**config.mk**
```make
export PLATFORM = sky130hd
export DESIGN_NAME = chained_byte_mix_block_decrypt
export DESIGN_NICKNAME = d
export VERILOG_FILES = /design/src/hdl/cbmd_pkg.sv /design/src/hdl/cbmd_round.sv /design/src/hdl/cbmd_ctrl.sv /design/src/hdl/chained_byte_mix_block_decrypt.sv
export SDC_FILE = /design/constraint.sdc
export NUM_CORES = 1
export LEC_CHECK = 0
export ABC_AREA = 1
export BUFFER_PORTS_ARGS = -buffer_cell sky130_fd_sc_hd__buf_2
export CORE_ASPECT_RATIO = 0.9
export CORE_MARGIN = 3
export CORE_UTILIZATION = 55
export DETAILED_ROUTE_END_ITERATION = 6
export PLACE_DENSITY_LB_ADDON = 0.08
export SLEW_MARGIN = 20
export SYNTH_ARGS = -nofsm -noshare
export SYNTH_HDL_FRONTEND = slang
export SYNTH_SLANG_ARGS = --single-unit
export TNS_END_PERCENT = 1
```
**constraint.sdc**
```tcl
create_clock -name clk -period 12.12 [get_ports clk]
set_clock_uncertainty 0.15 [all_clocks]
set_input_delay 2.424 -clock clk [delete_from_list [all_inputs] [get_ports clk]]
set_output_delay 2.424 -clock clk [all_outputs]
set_load 0.05 [all_outputs]
```
**src/hdl/cbmd_pkg.sv**
```systemverilog
// Package for the chained byte-mix block decryptor.
// Holds the sequencer state type, the control struct, the mode code and the key table.
// No dependencies.
`timescale 1ns / 1ps
`default_nettype none

package cbmd_pkg;

    localparam int BlockW = 64;
    localparam int ModeW  = 2;

    // Key mode that runs one round with the first row of key set C
    localparam logic [ModeW-1:0] MODE_ONE_ROUND = 2'd3;

    // Key row selectors
    localparam logic [1:0] ROW_PRE   = 2'd0;
    localparam logic [1:0] ROW_MID   = 2'd1;
    localparam logic [1:0] ROW_FINAL = 2'd2;

    typedef enum logic [1:0] {
        ST_IDLE,
        ST_ROUND1,
        ST_ROUND2,
        ST_OUT
    } cbmd_state_t;

    // Sequencer to datapath controls
    typedef struct packed {
        logic busy;      // not taking input
        logic load;      // input transfer this cycle
        logic round1;    // first round on shared unit
        logic round2;    // second round on shared unit
        logic out_valid; // result held for transfer
    } cbmd_ctrl_t;

    // Key table: set selected by mode (mode 3 uses set C), row 0..2
    function automatic logic [BlockW-1:0] key_row(input logic [ModeW-1:0] mode,
                                                  input logic [1:0] row);
        logic [BlockW-1:0] k;
        k = '0;
        case (mode)
            2'd0:
                case (row)
                    ROW_PRE:   k = 64'h971E24A09A00102B;
                    ROW_MID:   k = 64'h91EFD77ACD11AFAF;
                    default:   k = 64'h8D265DBBE0C61B2B;
                endcase
            2'd1:
                case (row)
                    ROW_PRE:   k = 64'h2D865662D7FDCAA4;
                    ROW_MID:   k = 64'hB32460262481DBC2;
                    default:   k = 64'h57B1746FA7529921;
                endcase
            default:
                case (row)
                    ROW_PRE:   k = 64'hEDF09C90441A5A03;
                    ROW_MID:   k = 64'hAB07C199232432C7;
                    default:   k = 64'h5F32A597AD980F8F;
                endcase
        endcase
        return k;
    endfunction

endpackage

`default_nettype wire

```
**src/hdl/cbmd_round.sv**
```systemverilog
// Shared mixing round: key XOR, then byte mix of the lower four bytes from the upper four.
// Depends on cbmd_pkg.
`timescale 1ns / 1ps
`default_nettype none

module cbmd_round (
    input  wire logic [cbmd_pkg::BlockW-1:0] blk,
    input  wire logic [cbmd_pkg::BlockW-1:0] key,
    output logic      [cbmd_pkg::BlockW-1:0] mixed
);
    import cbmd_pkg::*;

    logic [BlockW-1:0] v;
    logic [7:0] v0, v1, v2, v3;
    logic [7:0] a, b, c, d, e, f, g;

    // Byte 0 sits in the top byte
    assign v  = blk ^ key;
    assign v0 = v[63:56];
    assign v1 = v[55:48];
    assign v2 = v[47:40];
    assign v3 = v[39:32];

    // Mod-256 mix arithmetic
    always_comb
    begin
        a = 8'(16'(v0) * 16'd63);
        b = a + v3;
        c = 8'(16'(v1) * 16'd17);
        d = c + v2;
        e = d + b;
        f = 8'(16'(e) * 16'(v3));
        g = f + b + 8'd51;
    end

    assign mixed = {v[63:32],
                    v[31:24] ^ (b ^ d),
                    v[23:16] ^ d,
                    v[15:8]  ^ (g ^ e),
                    v[7:0]   ^ g};

endmodule

`default_nettype wire

```
**src/hdl/cbmd_ctrl.sv**
```systemverilog
// Sequencer for the decryptor: idle, one or two rounds, then result hold.
// Depends on cbmd_pkg.
`timescale 1ns / 1ps
`default_nettype none

module cbmd_ctrl (
    input  wire logic                clk,
    input  wire logic                rst_n,
    input  wire logic                in_valid,
    input  wire logic                out_stall,
    input  wire logic                one_round,
    output cbmd_pkg::cbmd_ctrl_t     ctrl
);
    import cbmd_pkg::*;

    cbmd_state_t state_reg, state_next;

    // State register
    always_ff @(posedge clk or negedge rst_n)
    begin
        if (!rst_n)
            state_reg <= ST_IDLE;
        else
            state_reg <= state_next;
    end

    // Next state
    always_comb
    begin
        state_next = state_reg;
        unique case (state_reg)
            ST_IDLE:
                if (in_valid)
                    state_next = ST_ROUND1;
            ST_ROUND1:
                state_next = one_round ? ST_OUT : ST_ROUND2;
            ST_ROUND2:
                state_next = ST_OUT;
            ST_OUT:
                if (!out_stall)
                    state_next = ST_IDLE;
            default:
                state_next = ST_IDLE;
        endcase
    end

    // Outputs
    always_comb
    begin
        ctrl = '0;
        unique case (state_reg)
            ST_IDLE:
                ctrl.load = in_valid;
            ST_ROUND1:
            begin
                ctrl.busy   = 1'b1;
                ctrl.round1 = 1'b1;
            end
            ST_ROUND2:
            begin
                ctrl.busy   = 1'b1;
                ctrl.round2 = 1'b1;
            end
            ST_OUT:
            begin
                ctrl.busy      = 1'b1;
                ctrl.out_valid = 1'b1;
            end
            default:
                ctrl.busy = 1'b1;
        endcase
    end

endmodule

`default_nettype wire

```
**src/hdl/chained_byte_mix_block_decrypt.sv**
```systemverilog
// Top level of the chained byte-mix block decryptor: datapath registers and chaining.
// Depends on cbmd_pkg, cbmd_round and cbmd_ctrl.
//
//  channel | handshake             | payload
//  --------+-----------------------+-------------------------------
//  input   | in_valid / in_stall   | cipher_block[63:0], restart
//  output  | out_valid / out_stall | plain_block[63:0]
//  config  | key_mode_wr           | key_mode[1:0]
//
// An item passes through input transfer, round 1, round 2 and result transfer before the next
// input transfer in key modes 0-2, and skips round 2 in mode 3: one mixing unit
// is reused for each round, one round per cycle, and the result register holds one block.
// A stalled result holds the block and keeps in_stall high until its transfer.
// rst_n clears the sequencer, the key mode and the chaining block to zero.
`timescale 1ns / 1ps
`default_nettype none

module chained_byte_mix_block_decrypt (
    input  wire logic                        clk,
    input  wire logic                        rst_n,
    input  wire logic                        in_valid,
    output logic                             in_stall,
    input  wire logic [cbmd_pkg::BlockW-1:0] cipher_block,
    input  wire logic                        restart,
    output logic                             out_valid,
    input  wire logic                        out_stall,
    output logic      [cbmd_pkg::BlockW-1:0] plain_block,
    input  wire logic                        key_mode_wr,
    input  wire logic [cbmd_pkg::ModeW-1:0]  key_mode
);
    import cbmd_pkg::*;

    cbmd_ctrl_t ctrl;

    logic [ModeW-1:0]  mode_reg;
    logic [BlockW-1:0] prev_reg;
    logic [BlockW-1:0] chain_reg;
    logic [BlockW-1:0] work_reg, work_next;
    logic [BlockW-1:0] result_reg, result_next;
    logic [BlockW-1:0] round_key;
    logic [BlockW-1:0] mixed;
    logic              one_round;

    assign one_round = (mode_reg == MODE_ONE_ROUND);

    // Sequencer
    cbmd_ctrl u_ctrl (
        .clk       (clk),
        .rst_n     (rst_n),
        .in_valid  (in_valid),
        .out_stall (out_stall),
        .one_round (one_round),
        .ctrl      (ctrl)
    );

    // Shared round unit, key row picked by round
    assign round_key = key_row(mode_reg, ctrl.round1 ? ROW_PRE : ROW_MID);

    cbmd_round u_round (
        .blk   (work_reg),
        .key   (round_key),
        .mixed (mixed)
    );

    // Control-side registers: key mode and chaining block
    always_ff @(posedge clk or negedge rst_n)
    begin
        if (!rst_n)
        begin
            mode_reg <= '0;
            prev_reg <= '0;
        end
        else
        begin
            if (key_mode_wr)
                mode_reg <= key_mode;
            if (ctrl.load)
                prev_reg <= cipher_block;
        end
    end

    // Work and result next values
    always_comb
    begin
        work_next   = work_reg;
        result_next = result_reg;
        if (ctrl.load)
            work_next = cipher_block;
        else if (ctrl.round1)
        begin
            work_next   = {mixed[31:0], mixed[63:32]};
            result_next = {mixed[31:0], mixed[63:32]} ^ chain_reg;
        end
        else if (ctrl.round2)
            result_next = mixed ^ key_row(mode_reg, ROW_FINAL) ^ chain_reg;
    end

    // Payload registers
    always_ff @(posedge clk)
    begin
        work_reg   <= work_next;
        result_reg <= result_next;
        if (ctrl.load)
            chain_reg <= restart ? '0 : prev_reg;
    end

    assign in_stall    = ctrl.busy;
    assign out_valid   = ctrl.out_valid;
    assign plain_block = result_reg;

    // Assertions
    a_load_starts: assert property (@(posedge clk) disable iff (!rst_n)
        ctrl.load |=> ctrl.round1)
        else $error("input transfer not followed by round 1");

    a_two_rounds: assert property (@(posedge clk) disable iff (!rst_n)
        (ctrl.round1 && !one_round) |=> ctrl.round2)
        else $error("two-round mode skipped round 2");

    a_one_round: assert property (@(posedge clk) disable iff (!rst_n)
        (ctrl.round1 && one_round) |=> (out_valid && !ctrl.round2))
        else $error("one-round mode ran a second round");

    a_phases: assert property (@(posedge clk) disable iff (!rst_n)
        $onehot0({ctrl.load, ctrl.round1, ctrl.round2, ctrl.out_valid}))
        else $error("sequencer phases overlap");

endmodule

`default_nettype wire
```
==> results of run 1 <==
## logic make-up after synthesis
group / Yosys count
mux: 1
fa+ha+maj: 104
flops: 260
simple gates: 545
xor+xnor: 169
buf+inv: 288
compound gates: 230
## stage by stage
step / utilization, % / hold slack [ns] / instances
finish: 63.8 / 0.388 / 2105
global route: 63.8 / 0.399 / 2105
CTS: 63.7 / 0.389 / 2104
detailed placement: 60.1 / 0.371 / 2052
global placement: 60.1 / 0.366 / 2052
floorplan: - / 0.353 / 1597
## synth_stat cells, types with 5 or more instances
library cell    n  area share [%]
nand2_1       315             7.7
inv_1         225             5.5
edfxtp_1      192              38
o21ai_0       185             6.0
nor2_1        106             2.6
xor2_1        100             5.7
dfrtp_1        68              11
xnor2_1        67             3.8
ha_1           66             5.4
nand3_1        53             1.7
fa_1           38             5.0
clkbuf_1       31            0.76
a21oi_1        29            0.95
nand2_2        25             1.0
nand3b_1       12            0.59
buf_1          10            0.25
inv_2          10            0.25
nand4_1         7            0.29
nand2_4         6            0.44
or2_2           6            0.25
nand3_2         5            0.33
## metal layers
| layer | wire, um | share of wire [%] |
|---|---|---|
| met4 | 1170 | 2.8 |
| met2 | 17500 | 42 |
| met1 | 19300 | 47 |
| met5 | 0 | 0 |
| met3 | 3340 | 8.1 |
## worst max-delay path: cells and delay by family (launching register included)
| kind | cells | cell delay [ns] |
|---|---|---|
| AOI/OAI and AO/OA | 3 | 0.38 |
| DFF | 1 | 0.40 |
| buffers and inverters | 13 | 1.26 |
| adders and majority gates | 13 | 5.72 |
| xor gates and xnor gates | 2 | 0.56 |
| and+or+nand+nor | 24 | 2.30 |
## cell type report
class / instances / area (um2)
Timing Repair Buffer: 152 / 818
Inverter: 238 / 901
Clock buffer: 34 / 773
Tap cell: 354 / 443
Clock inverter: 18 / 206
Sequential cell: 260 / 7470
Multi-Input combinational cell: 1049 / 6730
Fill cell: 2248 / 9840
## how the worst min path moves through the flow
stage                     slack [ns]         endpoint     startpoint  cells past startpoint
after floorplan                 0.35  plain_block[15]  chain_reg[15]                      2
after CTS                       0.39     prev_reg[53]   prev_reg[53]                      2
after global routing            0.40  plain_block[38]  chain_reg[38]                      1
after global placement          0.37    chain_reg[13]   prev_reg[13]                      2
after detailed placement        0.37  plain_block[15]  chain_reg[15]                      2
final                           0.39     prev_reg[40]   prev_reg[40]                      2
==> results by stage, run 1 <==
Timing:
- For this run, the top clock speed supported by timing is 0.0905 GHz.
- The count of pins over their slew limit is 0.
- The period utilization is between 90% and 100%.
- Setup violations remaining at the end of the flow were counted as 0.
- The final count of hold timing violations is 0.
- The worst path needs 11.05 ns of the cycle, external delays included.
- The worst-case setup margin in the final layout is 1.07 ns.
- Setup repair after global routing left no endpoint under its margin.
- Adding up every negative setup slack in the final design gives 0 ns.
- The slew at the pin closest to its max-slew limit is just under 1 ns.
- The worst pin sits at a relative slew slack of 33.7%.

Global routing:
- The layer with the highest usage after global routing is met1.
- For this run the aggregate overflow at the end of global routing stands at 0.
- The global router's overall resource usage is ~28%.
- The pin count of the biggest net entering global routing is 155.
- Global routing consumed, on the met1 layer, 41.4% of the routing resources.
- The number of antenna violations at the first check in global routing is 0.
- For this run, global-route usage on met2 was measured as about two fifths.
- The global-route wire length before repair is 63.0 mm.
- The via count of the first global-routing pass came to 10,900.
- The global-route track usage on met3 is ~6.5%.

Worst setup path:
- The reg-to-reg critical path endpoint is plain_block[15].
- In this design, the critical path's most frequently occurring cell is inv_1.
- STA puts the critical path data arrival time at 11.22 ns.
- The sort of element at the end of the critical path is a register.
- STA puts the critical path data required time at 12.29 ns.
- In this run the worst path has a maximum fanout of 26.
- The slowest cell on the critical path is ha_2.
- The worst register-to-register path has a setup slack of 1.07 ns.
- Measured in cells, the most critical reg-to-reg path has a length of 55.
- In this design, the stage delay of the slowest critical-path cell is between 0.5 and 0.6 ns.
- The startpoint of the most critical setup path is u_ctrl.state_reg[1].
- STA classifies the critical path startpoint as a register.
- The worst setup path is of the reg -> reg kind.
- The end point of the critical path is plain_block[15].
- The worst register-to-register path begins at u_ctrl.state_reg[1].

Logic synthesis:
- The net count after synthesis is about 1,800.
- The distinct cell type count of the synthesized netlist is 42.
- The xor and xnor area share after synthesis is roughly 10%.
- The synthesized netlist devotes 15.8% of its cell area to simple gates.
- Of the post-synthesis cell area, the part taken by muxes is 0.0654%.
- After synthesis the netlist holds a flip-flop and latch count of 260.
- The synthesized cell area is around 0.015 mm2.
- The count of flip-flops with a built-in enable after synthesis is 192.
- The number of standard cells after synthesis is 1,597.
- The synthesized-area fraction occupied by ao, oa, aoi and oai cells is 7.75%.
- The synthesized-area fraction occupied by adder cells is approximately 10%.
- Sequential elements use 48.8% of the synthesized area.
- Averaged over all synthesized cells, the footprint is 9.59 um2.
- Yosys printed 0 warnings.
- By area, the combinational part of the netlist is dominated by simple AND/OR/NAND/NOR gates.
- Counting flops with an async set or reset pin after synthesis yields a share of between 20% and 30%.
- The flip-flop cell with the highest count after synthesis is edfxtp_1.

CTS:
- The CTS tree is built.
- The maximum buffer depth of the clock tree is 3.
- CTS placed an instance of clkbuf_16 at the clock tree root.
- The post-cts gate resize count is 0.
- Buffers added to address setup during post-CTS repair amount to 0.
- The clock-pin transition on the worst setup and hold timing paths is 0.06 ns.
- The number of hold buffers added after CTS is 0.
- Clock tree synthesis inserted a total of 28 buffers.
- The number of levels the H-tree was split into is 1.
- The clock drives 260 sinks.
- The clock reaches the later pin of the worst-skew pair after 0.57 ns.

Drt:
- The post-detailed-route via-to-cell ratio is ~5.3.
- Dividing the detail-routed wire length by the instance count gives 19.6 um.
- For this run, design rule violations remaining after detail routing come to 0.
- The starting DRC count in detailed routing is approximately 1,000.
- The post-detailed-routing wire length is 41.4 mm.
- The total number of vias is approximately 11,000.
- The first TritonRoute pass finished after 5 iterations.
- The detail route stage leaves a number of antenna-violating nets equal to 0.

Finish:
- The top cell types in the final layout, fill and taps aside, are 314 x nand2_1, 224 x inv_1, 192 x edfxtp_1.
- From synthesis to final layout, the design area changed by 13.2%.
- The library cell used most frequently in the layout, excluding fill and tap cells, is nand2_1.
- The number of antenna diodes in the final layout is 0.
- The final non-filler cell area is 0.0173 mm2.
- The net count of the finished layout is around 1,900.
- Of the cells placed in the final design, the portion with a size suffix greater than 1 is between 10% and 20%.

Placement:
- The placer congestion estimate is around 0.96.
- The placement-stage worst setup slack is 1.17 ns.
- The number of port buffers is ~140.
- The wire-length estimate of the detail-placed layout is 30.4 mm.
- The post-detailed-placement cell area is 0.0163 mm2.

Floorplanning:
- The die height is 164 um.
- In this run the standard cell core region covers 0.0272 mm2.
- Once the floorplan was initialized, standard cells occupied a little under three fifths of the core.
- The full die area is 0.0299 mm2.
- From left edge to right edge, the die measures about 180 um.
- 138 I/O pins were placed.
- Row generation in the floorplan step produced 57 rows.

Run:
- The count of max-cap constraint violations is 0.

Min path:
- The tightest min-delay check is of the reg -> reg type.

Status:
- The flow ran to the end, and the final reports show no timing, DRC or antenna violations.
Power of run 1 is left out: the tool's default activity adds up to more than one toggle a clock period on the data nets, which glitch-free logic cannot reach.
==> run 2: changes to the inputs <==
--- a/config.mk
+++ b/config.mk
@@ -11,7 +11,9 @@
 export CORE_MARGIN = 3
 export CORE_UTILIZATION = 55
 export DETAILED_ROUTE_END_ITERATION = 6
+export GPL_TIMING_DRIVEN = 0
 export PLACE_DENSITY_LB_ADDON = 0.08
+export SETUP_SLACK_MARGIN = 0.2
 export SLEW_MARGIN = 20
 export SYNTH_ARGS = -nofsm -noshare
 export SYNTH_HDL_FRONTEND = slang
==> run 2 against run 1 <==
Compared with the run above: sequential share of layout area is 0.49 points lower; via count grew 5.9%; final area grew 1.1%; register-to-register slack worse by 0.15 ns; largest cell class unchanged; highest routed layer unchanged.
==> results by stage, run 2 (synthesis results as in run 1) <==
Drt:
- The final antenna-violating net count is 0.
- The post-detailed-routing wire length is 45.7 mm.
- In this run, the number of DRC markers left after iteration 0 of detailed routing was 1,289.
- For this run, design rule violations remaining after detail routing come to 0.
- The average wire length per cell after detail routing is 21.3 um.
- The total number of vias is 11,800.
- The total iterations of the first detailed-routing run is 6.
- In the routed layout, each cell is associated on average with a via count of 5.53.

Timing:
- The maximum clock frequency is 0.0893 GHz.
- Setup repair after global routing left no endpoint under its margin.
- Of the available clock period, the critical path in the final layout requires 92.4%.
- The count of pins over their slew limit is 0.
- The total of endpoints with negative setup slack in the final report is 0.
- The setup total negative slack is 0 ns.
- The worst pin sits at a relative slew slack of 33.4%.
- At the pin with the least slew margin, the transition time is about 1 ns.
- For the finished layout, the period the worst path requires is 11.19 ns.
- The final count of hold timing violations came to 0.

CTS:
- In this run the number of H-tree levels came out at 1.
- The number of clock buffers added by TritonCTS is 27.
- The maximum buffer depth of the clock tree is 3.
- The clock reaches the later pin of the worst-skew pair after around 0.57 ns.
- The buffers inserted during post-CTS setup optimization is 0.
- The count of clock tree sinks is 260.
- Clock-pin slew was measured on the worst setup and hold paths at 0.06 ns.
- The number of hold buffers added after CTS is 0.
- The buffer cell driving the clock tree root is clkbuf_16.
- The post-cts gate resize count is 0.
- The CTS tree is built.

Global routing:
- Global routing used 30.6% of the available tracks across all layers.
- Global routing finished with a remaining overflow of 0.
- The number of antenna violations at the first check in global routing is 0.
- The via count of the first global-routing pass was 11,600.
- Entering global routing, the biggest net connects 43 pins.
- The first global-routing pass estimated between 60 and 70 mm of wire.

Run:
- The count of max-cap constraint violations is 0.

Finish:
- The register area is 0.00747 mm2.
- The net count of the finished layout is slightly below 2,000.
- The most common library cell in the layout ignoring fill and taps is nand2_1.
- The proportion of layout cells with a drive suffix above 1 is 15.0%.
- The layout filler cell count is 2,231.
- In the final layout, the multi-input gates occupy 0.00678 mm2.
- The antenna cell count is 0.
- The area growth from synthesis to layout is 14.5%.
- Leaving out fill and tap cells, the most frequent cells in the layout are 314 x nand2_1, 225 x inv_1, 192 x edfxtp_1.

Worst setup path:
- The end point of the critical path is plain_block[7].
- The cell that appears most often on the critical path is inv_1.
- For the worst setup path, the data required time is 12.25 ns.
- The setup check on the worst reg-to-reg path leaves a slack of 0.93 ns.
- The cell count of the worst reg-to-reg path is 54.
- The endpoint identified for the worst register-to-register timing path is plain_block[7].
- Of all nets on the critical path, the largest fanout is 10.
- The critical path arrival is 11.32 ns.
- The startpoint of the most critical setup path is u_ctrl.state_reg[1].
- STA classifies the critical path endpoint as a register.
- The setup path with the least slack is of type reg -> reg.
- STA classifies the critical path startpoint as a register.
- The stage delay of the slowest cell on the critical path is around 0.58 ns.
- The slowest stage of the critical path belongs to the cell fa_1.
- In this run the critical register-to-register path is launched from u_ctrl.state_reg[1].

Status:
- The flow ran to the end, and the final reports show no timing, DRC or antenna violations.

Floorplanning:
- In this run the core area contains between 50 and 60 standard-cell rows.
- After floorplanning, the core was sized to cover 0.0272 mm2.
- The die is between 150 and 200 um wide.
- The full die area is 0.0299 mm2.
- The number of I/O pins is 138.
- Once the floorplan was initialized, standard cells occupied 56.4% of the core.
- The die height is 164 um.

Min path:
- The tightest min-delay check is of the reg -> reg type.

Placement:
- The half-perimeter wire length after placement is approximately 35 mm.
- The congestion estimate from routability-driven global placement came to 0.988.
- Input and output buffers added on the ports amount to 136.
run 2: changes by cell type in the layout (fill, tap and decap cells not counted), sizes merged:
cell      change
bufinv        +1
clkinv        -2
clkinvlp      +4
buf           +7
clkbuf       +26
run 2: worst min path at each step:
stage	from	endpoint	depth (start not counted)
final	prev_reg[5]	chain_reg[5]	2
after global routing	prev_reg[42]	prev_reg[42]	2
after CTS	prev_reg[5]	chain_reg[5]	2
after detailed placement	prev_reg[5]	chain_reg[5]	2
after global placement	prev_reg[56]	prev_reg[56]	2
after floorplan	chain_reg[15]	plain_block[15]	2
run 2: cell type report:
cell class | instances | area share [%]
inverters | 238 | 5.11
flip-flops and latches | 260 | 42.6
clock buffers | 29 | 3.95
multi-input cells | 1049 | 38.7
repair buffers | 140 | 4.40
well taps | 354 | 2.53
clock inverters | 21 | 1.41
plain buffers | 50 | 1.36
run 2: worst max-delay path: cells and delay by family, from the launching register on:
family,cells,cell delay [ns]
flops,1,0.39
compound gates,3,0.37
buf+inv,17,1.70
xor+xnor,2,0.44
fa+ha+maj,13,5.60
simple gates,19,2.23
run 2: routing by layer:
layer / up-vias / part of all wire, % / GRT usage, %
li1: 5491 / - / -
met1: 5582 / 42 / 44.0
met2: 664 / 43 / 46.1
met3: 103 / 12 / 7.82
met4: 0 / 3.3 / 9.17
met5: - / 0 / 0
run 2: metrics by stage:
stage | instance area (um2) | std cells | hold slack [ns] | worst slack [ns] | utilization (%)
4_1_cts | 17500 | 2141 | 0.388 | 0.637 | 64.4
3_5_place_dp | 16600 | 2091 | 0.374 | 0.666 | 60.9
6_report | 17500 | 2141 | 0.387 | 0.925 | 64.5
2_1_floorplan | 15300 | 1597 | 0.353 | 2.42 | -
5_1_grt | 17500 | 2141 | 0.411 | 0.216 | 64.5
3_3_place_gp | 16400 | 2087 | 0.365 | 0.761 | 60.5
Power of run 2 is left out for the same reason.
